--- src/rtl/aslt_pkg.sv ---
// ----------------------------------------------------------------------------
// Staircase level tracker package
// Shared widths, payload types, register map and stop-rule patterns.
// ----------------------------------------------------------------------------
package aslt_pkg;

    localparam int LEVEL_WIDTH = 16;
    localparam int STEP_WIDTH  = 12;

    // Width that holds a level plus or minus twice the step without overflow.
    localparam int LVL_EXT_W = ((LEVEL_WIDTH > STEP_WIDTH + 1) ?
                                LEVEL_WIDTH : STEP_WIDTH + 1) + 2;

    localparam int HIST_W  = 9;
    localparam int MFLAG_W = 2;
    localparam int RUN_W   = 2;
    localparam int SEEN_W  = 4;

    localparam int PADDR_W = 5;
    localparam int PDATA_W = 32;

    // Register indexes (paddr[4:2]).
    localparam logic [2:0] REG_MODE        = 3'd0;
    localparam logic [2:0] REG_TWO_AFC     = 3'd1;
    localparam logic [2:0] REG_STEP_SIZE   = 3'd2;
    localparam logic [2:0] REG_START_LEVEL = 3'd3;
    localparam logic [2:0] REG_MIN_LEVEL   = 3'd4;
    localparam logic [2:0] REG_MAX_LEVEL   = 3'd5;

    // Operation codes.
    localparam logic OP_BEGIN = 1'b0;
    localparam logic OP_TRIAL = 1'b1;

    // Register reset values.
    localparam logic [STEP_WIDTH-1:0]         STEP_RST  = STEP_WIDTH'(32);
    localparam logic signed [LEVEL_WIDTH-1:0] START_RST = LEVEL_WIDTH'(640);
    localparam logic signed [LEVEL_WIDTH-1:0] MIN_RST   = LEVEL_WIDTH'(-960);
    localparam logic signed [LEVEL_WIDTH-1:0] MAX_RST   = LEVEL_WIDTH'(1440);

    // Stop rules on the response history, newest response in bit 0.
    localparam logic [3:0]        RULE1_PAT = 4'b1001;
    localparam logic [SEEN_W-1:0] RULE1_LEN = SEEN_W'(4);
    localparam logic [8:0]        RULE2_PAT = 9'b101000101;
    localparam logic [SEEN_W-1:0] RULE2_LEN = SEEN_W'(9);
    localparam logic [1:0]        RULE3_PAT = 2'b00;
    localparam logic [SEEN_W-1:0] RULE3_LEN = SEEN_W'(2);
    localparam logic [SEEN_W-1:0] SEEN_MAX  = SEEN_W'(9);
    localparam logic [RUN_W-1:0]  TWO_AFC_RUN = RUN_W'(3);
    localparam logic [RUN_W-1:0]  ONE_RUN     = RUN_W'(1);

    typedef struct packed {
        logic                          operation;
        logic signed [LEVEL_WIDTH-1:0] presented_level;
        logic                          response;
        logic                          at_max;
    } t_in_item;

    typedef struct packed {
        logic signed [LEVEL_WIDTH-1:0] next_level;
        logic                          stop;
    } t_out_item;

endpackage

--- src/rtl/adaptive_staircase_level_tracker.sv ---
// A result passes through the input register and then the result register.
// One beat per cycle while the result side is not stalled; the track state is updated as each beat moves on.
// The input register and the result register move together, so a stalled
// result holds both stages and ready falls only when both are full.
// Reset (synchronous, active low) clears the track state and the valid
// flags and loads the configuration registers with their default values.
// ----------------------------------------------------------------------------
// Adaptive staircase level tracker
// Up-down and two-step-down staircase with clamp and stop-rule detection.
// ----------------------------------------------------------------------------
module adaptive_staircase_level_tracker
    import aslt_pkg::*;
(
    input  logic               i_clk,
    input  logic               i_rst_n,
    input  logic               i_in_valid,
    output logic               o_in_ready,
    input  t_in_item           i_in,
    output logic               o_out_valid,
    input  logic               i_out_ready,
    output t_out_item          o_out,
    input  logic               psel,
    input  logic               penable,
    input  logic               pwrite,
    input  logic [PADDR_W-1:0] paddr,
    input  logic [PDATA_W-1:0] pwdata,
    output logic [PDATA_W-1:0] prdata,
    output logic               pready
);

    // Configuration registers
    logic                          r_mode;
    logic                          r_two_afc;
    logic [STEP_WIDTH-1:0]         r_step_size;
    logic signed [LEVEL_WIDTH-1:0] r_start_level;
    logic signed [LEVEL_WIDTH-1:0] r_min_level;
    logic signed [LEVEL_WIDTH-1:0] r_max_level;

    // Track state
    logic [RUN_W-1:0]   r_correct_run,  n_correct_run;
    logic [HIST_W-1:0]  r_resp_hist,    n_resp_hist;
    logic [MFLAG_W-1:0] r_mflag_hist,   n_mflag_hist;
    logic [SEEN_W-1:0]  r_trials_seen,  n_trials_seen;

    // Pipeline
    logic      r_in_vld;
    t_in_item  r_in;
    logic      r_out_vld;
    t_out_item r_out, n_out;

    logic                      out_free;
    logic                      advance;
    logic                      cfg_wr;
    logic [2:0]                reg_idx;
    logic signed [LVL_EXT_W-1:0] lev;
    logic signed [LVL_EXT_W-1:0] step_ext;
    logic signed [LVL_EXT_W-1:0] lo_ext;
    logic signed [LVL_EXT_W-1:0] hi_ext;
    logic signed [LVL_EXT_W-1:0] clamp_in;
    logic [RUN_W-1:0]            run_inc;
    logic [RUN_W-1:0]            run_need;
    logic                        stop;

    assign pready   = 1'b1;
    assign reg_idx  = paddr[PADDR_W-1:2];
    assign cfg_wr   = psel & penable & pwrite & pready;

    assign out_free   = !r_out_vld || i_out_ready;
    assign advance    = r_in_vld && out_free;
    assign o_in_ready = !r_in_vld || out_free;
    assign o_out_valid = r_out_vld;
    assign o_out       = r_out;

    always_comb begin
        prdata = '0;
        case (reg_idx)
            REG_MODE:        prdata = PDATA_W'(r_mode);
            REG_TWO_AFC:     prdata = PDATA_W'(r_two_afc);
            REG_STEP_SIZE:   prdata = PDATA_W'(r_step_size);
            REG_START_LEVEL: prdata = PDATA_W'($unsigned(r_start_level));
            REG_MIN_LEVEL:   prdata = PDATA_W'($unsigned(r_min_level));
            REG_MAX_LEVEL:   prdata = PDATA_W'($unsigned(r_max_level));
            default:         prdata = '0;
        endcase
    end

    always_ff @(posedge i_clk) begin
        if (!i_rst_n) begin
            r_mode        <= 1'b0;
            r_two_afc     <= 1'b0;
            r_step_size   <= STEP_RST;
            r_start_level <= START_RST;
            r_min_level   <= MIN_RST;
            r_max_level   <= MAX_RST;
        end else if (cfg_wr) begin
            case (reg_idx)
                REG_MODE:        r_mode        <= pwdata[0];
                REG_TWO_AFC:     r_two_afc     <= pwdata[0];
                REG_STEP_SIZE:   r_step_size   <= pwdata[STEP_WIDTH-1:0];
                REG_START_LEVEL: r_start_level <= $signed(pwdata[LEVEL_WIDTH-1:0]);
                REG_MIN_LEVEL:   r_min_level   <= $signed(pwdata[LEVEL_WIDTH-1:0]);
                REG_MAX_LEVEL:   r_max_level   <= $signed(pwdata[LEVEL_WIDTH-1:0]);
                default: begin
                end
            endcase
        end
    end

    // Level update, run counter and stop rules for the item in the input register.
    always_comb begin
        step_ext = $signed({{(LVL_EXT_W-STEP_WIDTH){1'b0}}, r_step_size});
        lo_ext   = LVL_EXT_W'(r_min_level);
        hi_ext   = LVL_EXT_W'(r_max_level);
        lev      = LVL_EXT_W'(r_in.presented_level);
        run_inc  = r_correct_run + ONE_RUN;
        run_need = r_two_afc ? TWO_AFC_RUN : ONE_RUN;
        stop     = 1'b0;

        n_correct_run = r_correct_run;
        n_resp_hist   = {r_resp_hist[HIST_W-2:0], r_in.response};
        n_mflag_hist  = {r_mflag_hist[MFLAG_W-2:0], r_in.at_max};
        n_trials_seen = (r_trials_seen < SEEN_MAX) ? r_trials_seen + SEEN_W'(1)
                                                   : r_trials_seen;
        clamp_in = lev;

        if (r_in.operation == OP_BEGIN) begin
            n_correct_run = '0;
            n_resp_hist   = '0;
            n_mflag_hist  = '0;
            n_trials_seen = '0;
            clamp_in      = LVL_EXT_W'(r_start_level);
        end else if (!r_mode) begin
            if (!r_in.response) begin
                clamp_in      = lev + step_ext;
                n_correct_run = '0;
            end else if (run_inc >= run_need) begin
                clamp_in      = lev - step_ext;
                n_correct_run = '0;
            end else begin
                n_correct_run = run_inc;
            end
        end else begin
            clamp_in = r_in.response ? lev - (step_ext <<< 1) : lev + step_ext;
            if (n_trials_seen >= RULE1_LEN && n_resp_hist[3:0] == RULE1_PAT) begin
                stop = 1'b1;
            end else if (n_trials_seen >= RULE2_LEN &&
                         n_resp_hist[8:0] == RULE2_PAT) begin
                stop = 1'b1;
            end else if (n_trials_seen >= RULE3_LEN && n_resp_hist[1:0] == RULE3_PAT &&
                         n_mflag_hist == '1) begin
                stop = 1'b1;
            end
        end

        // Minimum takes priority when the limits are crossed.
        if (clamp_in < lo_ext) begin
            n_out.next_level = r_min_level;
        end else if (clamp_in > hi_ext) begin
            n_out.next_level = r_max_level;
        end else begin
            n_out.next_level = clamp_in[LEVEL_WIDTH-1:0];
        end
        n_out.stop = stop;
    end

    always_ff @(posedge i_clk) begin
        if (!i_rst_n) begin
            r_in_vld      <= 1'b0;
            r_out_vld     <= 1'b0;
            r_correct_run <= '0;
            r_resp_hist   <= '0;
            r_mflag_hist  <= '0;
            r_trials_seen <= '0;
        end else begin
            if (o_in_ready) begin
                r_in_vld <= i_in_valid;
            end
            if (out_free) begin
                r_out_vld <= r_in_vld;
            end
            if (advance) begin
                r_correct_run <= n_correct_run;
                r_resp_hist   <= n_resp_hist;
                r_mflag_hist  <= n_mflag_hist;
                r_trials_seen <= n_trials_seen;
            end
        end
    end

    // Payload registers carry no reset.
    always_ff @(posedge i_clk) begin
        if (o_in_ready && i_in_valid) begin
            r_in <= i_in;
        end
        if (advance) begin
            r_out <= n_out;
        end
    end

endmodule

--- config.mk ---
export PLATFORM = sky130hd
export DESIGN_NAME = adaptive_staircase_level_tracker
export DESIGN_NICKNAME = d
export VERILOG_FILES = /design/src/rtl/aslt_pkg.sv /design/src/rtl/adaptive_staircase_level_tracker.sv
export SDC_FILE = /design/constraint.sdc
export NUM_CORES = 1
export LEC_CHECK = 0
export BUFFER_PORTS_ARGS = -buffer_cell sky130_fd_sc_hd__buf_4
export CELL_PAD_IN_SITES_DETAIL_PLACEMENT = 0
export CELL_PAD_IN_SITES_GLOBAL_PLACEMENT = 1
export CORE_AREA = 2 2 141 143
export CTS_CLUSTER_DIAMETER = 80
export CTS_CLUSTER_SIZE = 10
export DETAILED_ROUTE_END_ITERATION = 6
export DIE_AREA = 0 0 143 145
export HOLD_SLACK_MARGIN = 0.05
export PLACE_DENSITY_LB_ADDON = 0.1
export SLEW_MARGIN = 5
export SYNTH_ARGS = -nofsm -noshare
export SYNTH_HDL_FRONTEND = slang
export SYNTH_SLANG_ARGS = --single-unit
--- constraint.sdc ---
create_clock -name i_clk -period 11.1 [get_ports i_clk]
set_input_delay 2.22 -clock i_clk [delete_from_list [all_inputs] [get_ports i_clk]]
set_output_delay 2.22 -clock i_clk [all_outputs]
set_load 0.01 [all_outputs]
==> metrics.yaml <==
crit_fanout: 20
r2r_slack_ns: 5.37
power_density_nw_per_um2: 124
reg2reg_to: "o_out[1]"
final-setup-viol-count: 0
yosys.area_share.simple_pct: 17.4
hold_class: "flip-flop to flip-flop"
grt_pass1_vias: 6837
async_flop_share_pct: 0
fin_crit_sh_pct: 54.6
path_cells: "buf_4 -> nand2b_1 -> or3b_2 -> o221ai_1 -> buf_4"
row_count: 51
postCtsSetupRepairBufs: 0
crit_type: "input port to output port"
dieArea_um2: 20700
muxShareOfSynthArea_pct: 5.94
synth_compound_area_share_pct: 23.9
rsz0062_at_grt: "no"
insertion_delay_ns: 0.42
worstRegToRegCells: 20
layout_common_cells: "nand2_1, buf_4, dfxtp_1"
netlist_area_um2: 8470
final.setup.tns_ns: 0
hold_end: "r_resp_hist[7]"
h-tree-depth: 4
hold_viol: 0
n_antenna_cell: 0
routed_wl_mm: 23.7
crit-reg2reg-launch: "r_step_size[1]"
die_y_um: 145
crit_slowest_cell: "or3b_2"
hp-start: "r_resp_hist[7]"
p_leak_nw: 3.85
regArea_um2: 2660
cts_buffers: 17
drt_iter0_markers: 415
wl_per_cell_um: 17.7
ys_types: 79
dp_hpwl_mm: 17.1
netlist_instances: 1013
critPathRequiredTime_ns: 8.88
ys.flop_type: "dfxtp_1"
worstPathArrival_ns: 3.84
multi_input_area_um2: 5260
grt_use_total_pct: 23.4
final_common_cell: "nand2_1"
fin_skew_ns: 0.0113
synth-edff-count: 36
crit_top_cell: "buf_4"
finalMaxSlewViolations: 0
grt_start_max_net_pins: 80
die_w_um: 143
area_delta_synth_final_pct: 14.6
antenna_found_initial: 0
whs_ns: 0.465
drc: 0
yosysSeqAreaShare_pct: 31.4
ys_ff_latch: 115
path_clk_slew_ns: 0.05
drive_above_1_share_pct: 15.0
ant_nets: 0
gr-total-overflow: 0
core_um2: 19200
synth_top_family_by_area: "compound AO/OA/AOI/OAI gates"
final_nets: 1197
max_stage_delay_ns: 0.66
postCtsResizedCells: 0
fillers: 1891
avgSynthCellArea_um2: 8.36
status: "completed"
cts_sinks: 115
synthAdderAreaFrac_pct: 11.2
drt_first_pass_iters: 5
slew_headroom_pct: 29.6
num_vias: 7236
crit_path_end_kind: "output port"
final_area_um2: 9710
timing.fmax_ghz: 0.165
routed_via_density: 5.41
vdd_drop_max_v: 0.0000991
cts_tree: "done"
start_util_pct: 44.1
drv_cap: 0
grt_pass1_wl_mm: 37.9
start_kind: "input port"
clock-root-buffer: "clkbuf_16"
gp_congestion: 0.855
port-buffer-count: 79
yosys_warnings: 0
holdPathStages: 2
pin_count: 115
placed_cell_area_um2: 9140
tightest_slew_ns: 1.05
finalCriticalPeriod_ns: 6.06
synth-xor-area-share_pct: 2.79
clockBufferDepth: 2
ctsHoldBuffers: 0
==> sequential cells by signal, summed over array words and instances, names as in the netlist, 4 cells and up <==
signal	count
r_start_level	16
lev	16
r_step_size	12
r_max_level	16
o_out	17
r_trials_seen	4
r_resp_hist	8
r_min_level	16
==> per-stage QoR <==
| step | util (%) | instances | worst slack [ns] | power, mW |
|---|---|---|---|---|
| finish | 50.6 | 1338 | 5.04 | 1.20 |
| detailed placement | 47.6 | 1306 | 5.08 | 0.669 |
| floorplan | - | 1028 | 5.58 | 0.608 |
| global placement | 47.6 | 1306 | 5.10 | 0.669 |
| CTS | 50.6 | 1338 | 5.08 | 1.21 |
| global route | 50.6 | 1338 | 5.00 | 1.25 |
==> cell usage after synthesis (all sizes together), types with 3 or more instances <==
library cell	count	area [um^2]
xor2	12	105
and2	5	31.3
ha	71	888
buf	31	221
nor4	3	18.8
inv	63	236
or2	8	50.1
o22ai	14	87.6
nand3	27	135
o31ai	5	42.5
nand4	8	50.1
mux2i	39	390
mux2	9	113
clkbuf	43	161
nor3	7	35.0
nand3b	3	22.5
nand2	166	623
edfxtp	36	1080
a21o	12	90.1
a21boi	59	443
a41oi	4	42.6
o21ai	41	216
nand2b	14	87.6
nor2b	17	106
or3	4	25.0
a31oi	11	87.6
o211ai	22	170
a31o	3	26.3
o21a	8	60.1
o311ai	3	26.3
dfxtp	79	1580
fa	3	60.1
o21bai	6	45.0
a211oi	8	65.1
nor2	59	221
xnor2	15	131
a21oi	55	313
o31a	4	35.0
==> worst max-delay path: cells and delay by family <==
family,cells,cell delay [ns]
AO/OA/AOI/OAI,1,0.08
AND/OR/NAND/NOR,2,1.24
buffers and inverters,2,0.30
==> kinds of logic (layout without fill, tap and decap cells) <==
family / count (synthesis) / in the layout
flip-flops: 115 / 115
XOR/XNOR: 27 / 27
AND/OR/NAND/NOR: 329 / 329
other: 2 / 17
AO/OA/AOI/OAI: 281 / 281
adder cells (fa/ha/maj): 74 / 74
buffers and inverters: 137 / 182
multiplexers: 48 / 48
==> worst max-delay path by stage <==
stage / startpoint / end / slack, ns / depth (start not counted)
4_1_cts: paddr[3] / prdata[0] / 5.08 / 5
3_3_place_gp: paddr[3] / prdata[0] / 5.10 / 5
6_report: paddr[3] / prdata[0] / 5.04 / 5
5_1_grt: paddr[3] / prdata[0] / 5.00 / 5
2_1_floorplan: paddr[2] / prdata[12] / 5.58 / 6
3_5_place_dp: paddr[3] / prdata[0] / 5.08 / 5
==> report_power, final <==
part	internal [mW]	switching (mW)	leakage, nW
registers	0.448	0.00892	0.983
logic	0.0857	0.119	2.58
clock network	0.340	0.204	0.290
total	0.873	0.332	3.85
==> cell type report <==
| type | count | share of cell area (%) |
|---|---|---|
| Multi-Input combinational cell | 776 | 54.1 |
| Sequential cell | 115 | 27.4 |
| Timing Repair Buffer | 87 | 6.72 |
| Clock buffer | 21 | 4.74 |
| Tap cell | 265 | 3.41 |
| Inverter | 63 | 2.43 |
| Clock inverter | 11 | 1.13 |
==> per-layer routing <==
layer  part of all wire, %  routed length [um]  vias up  GRT usage [%]
li1                      -                   -     3652              -
met1                    47               11100     3433           32.0
met2                    49               11500      131           38.3
met3                   2.9                 685       20           3.47
met4                   1.7                 406        0           6.63
met5                     0                   0        -              0
No activity file was read; power rests on OpenSTA's default activity.
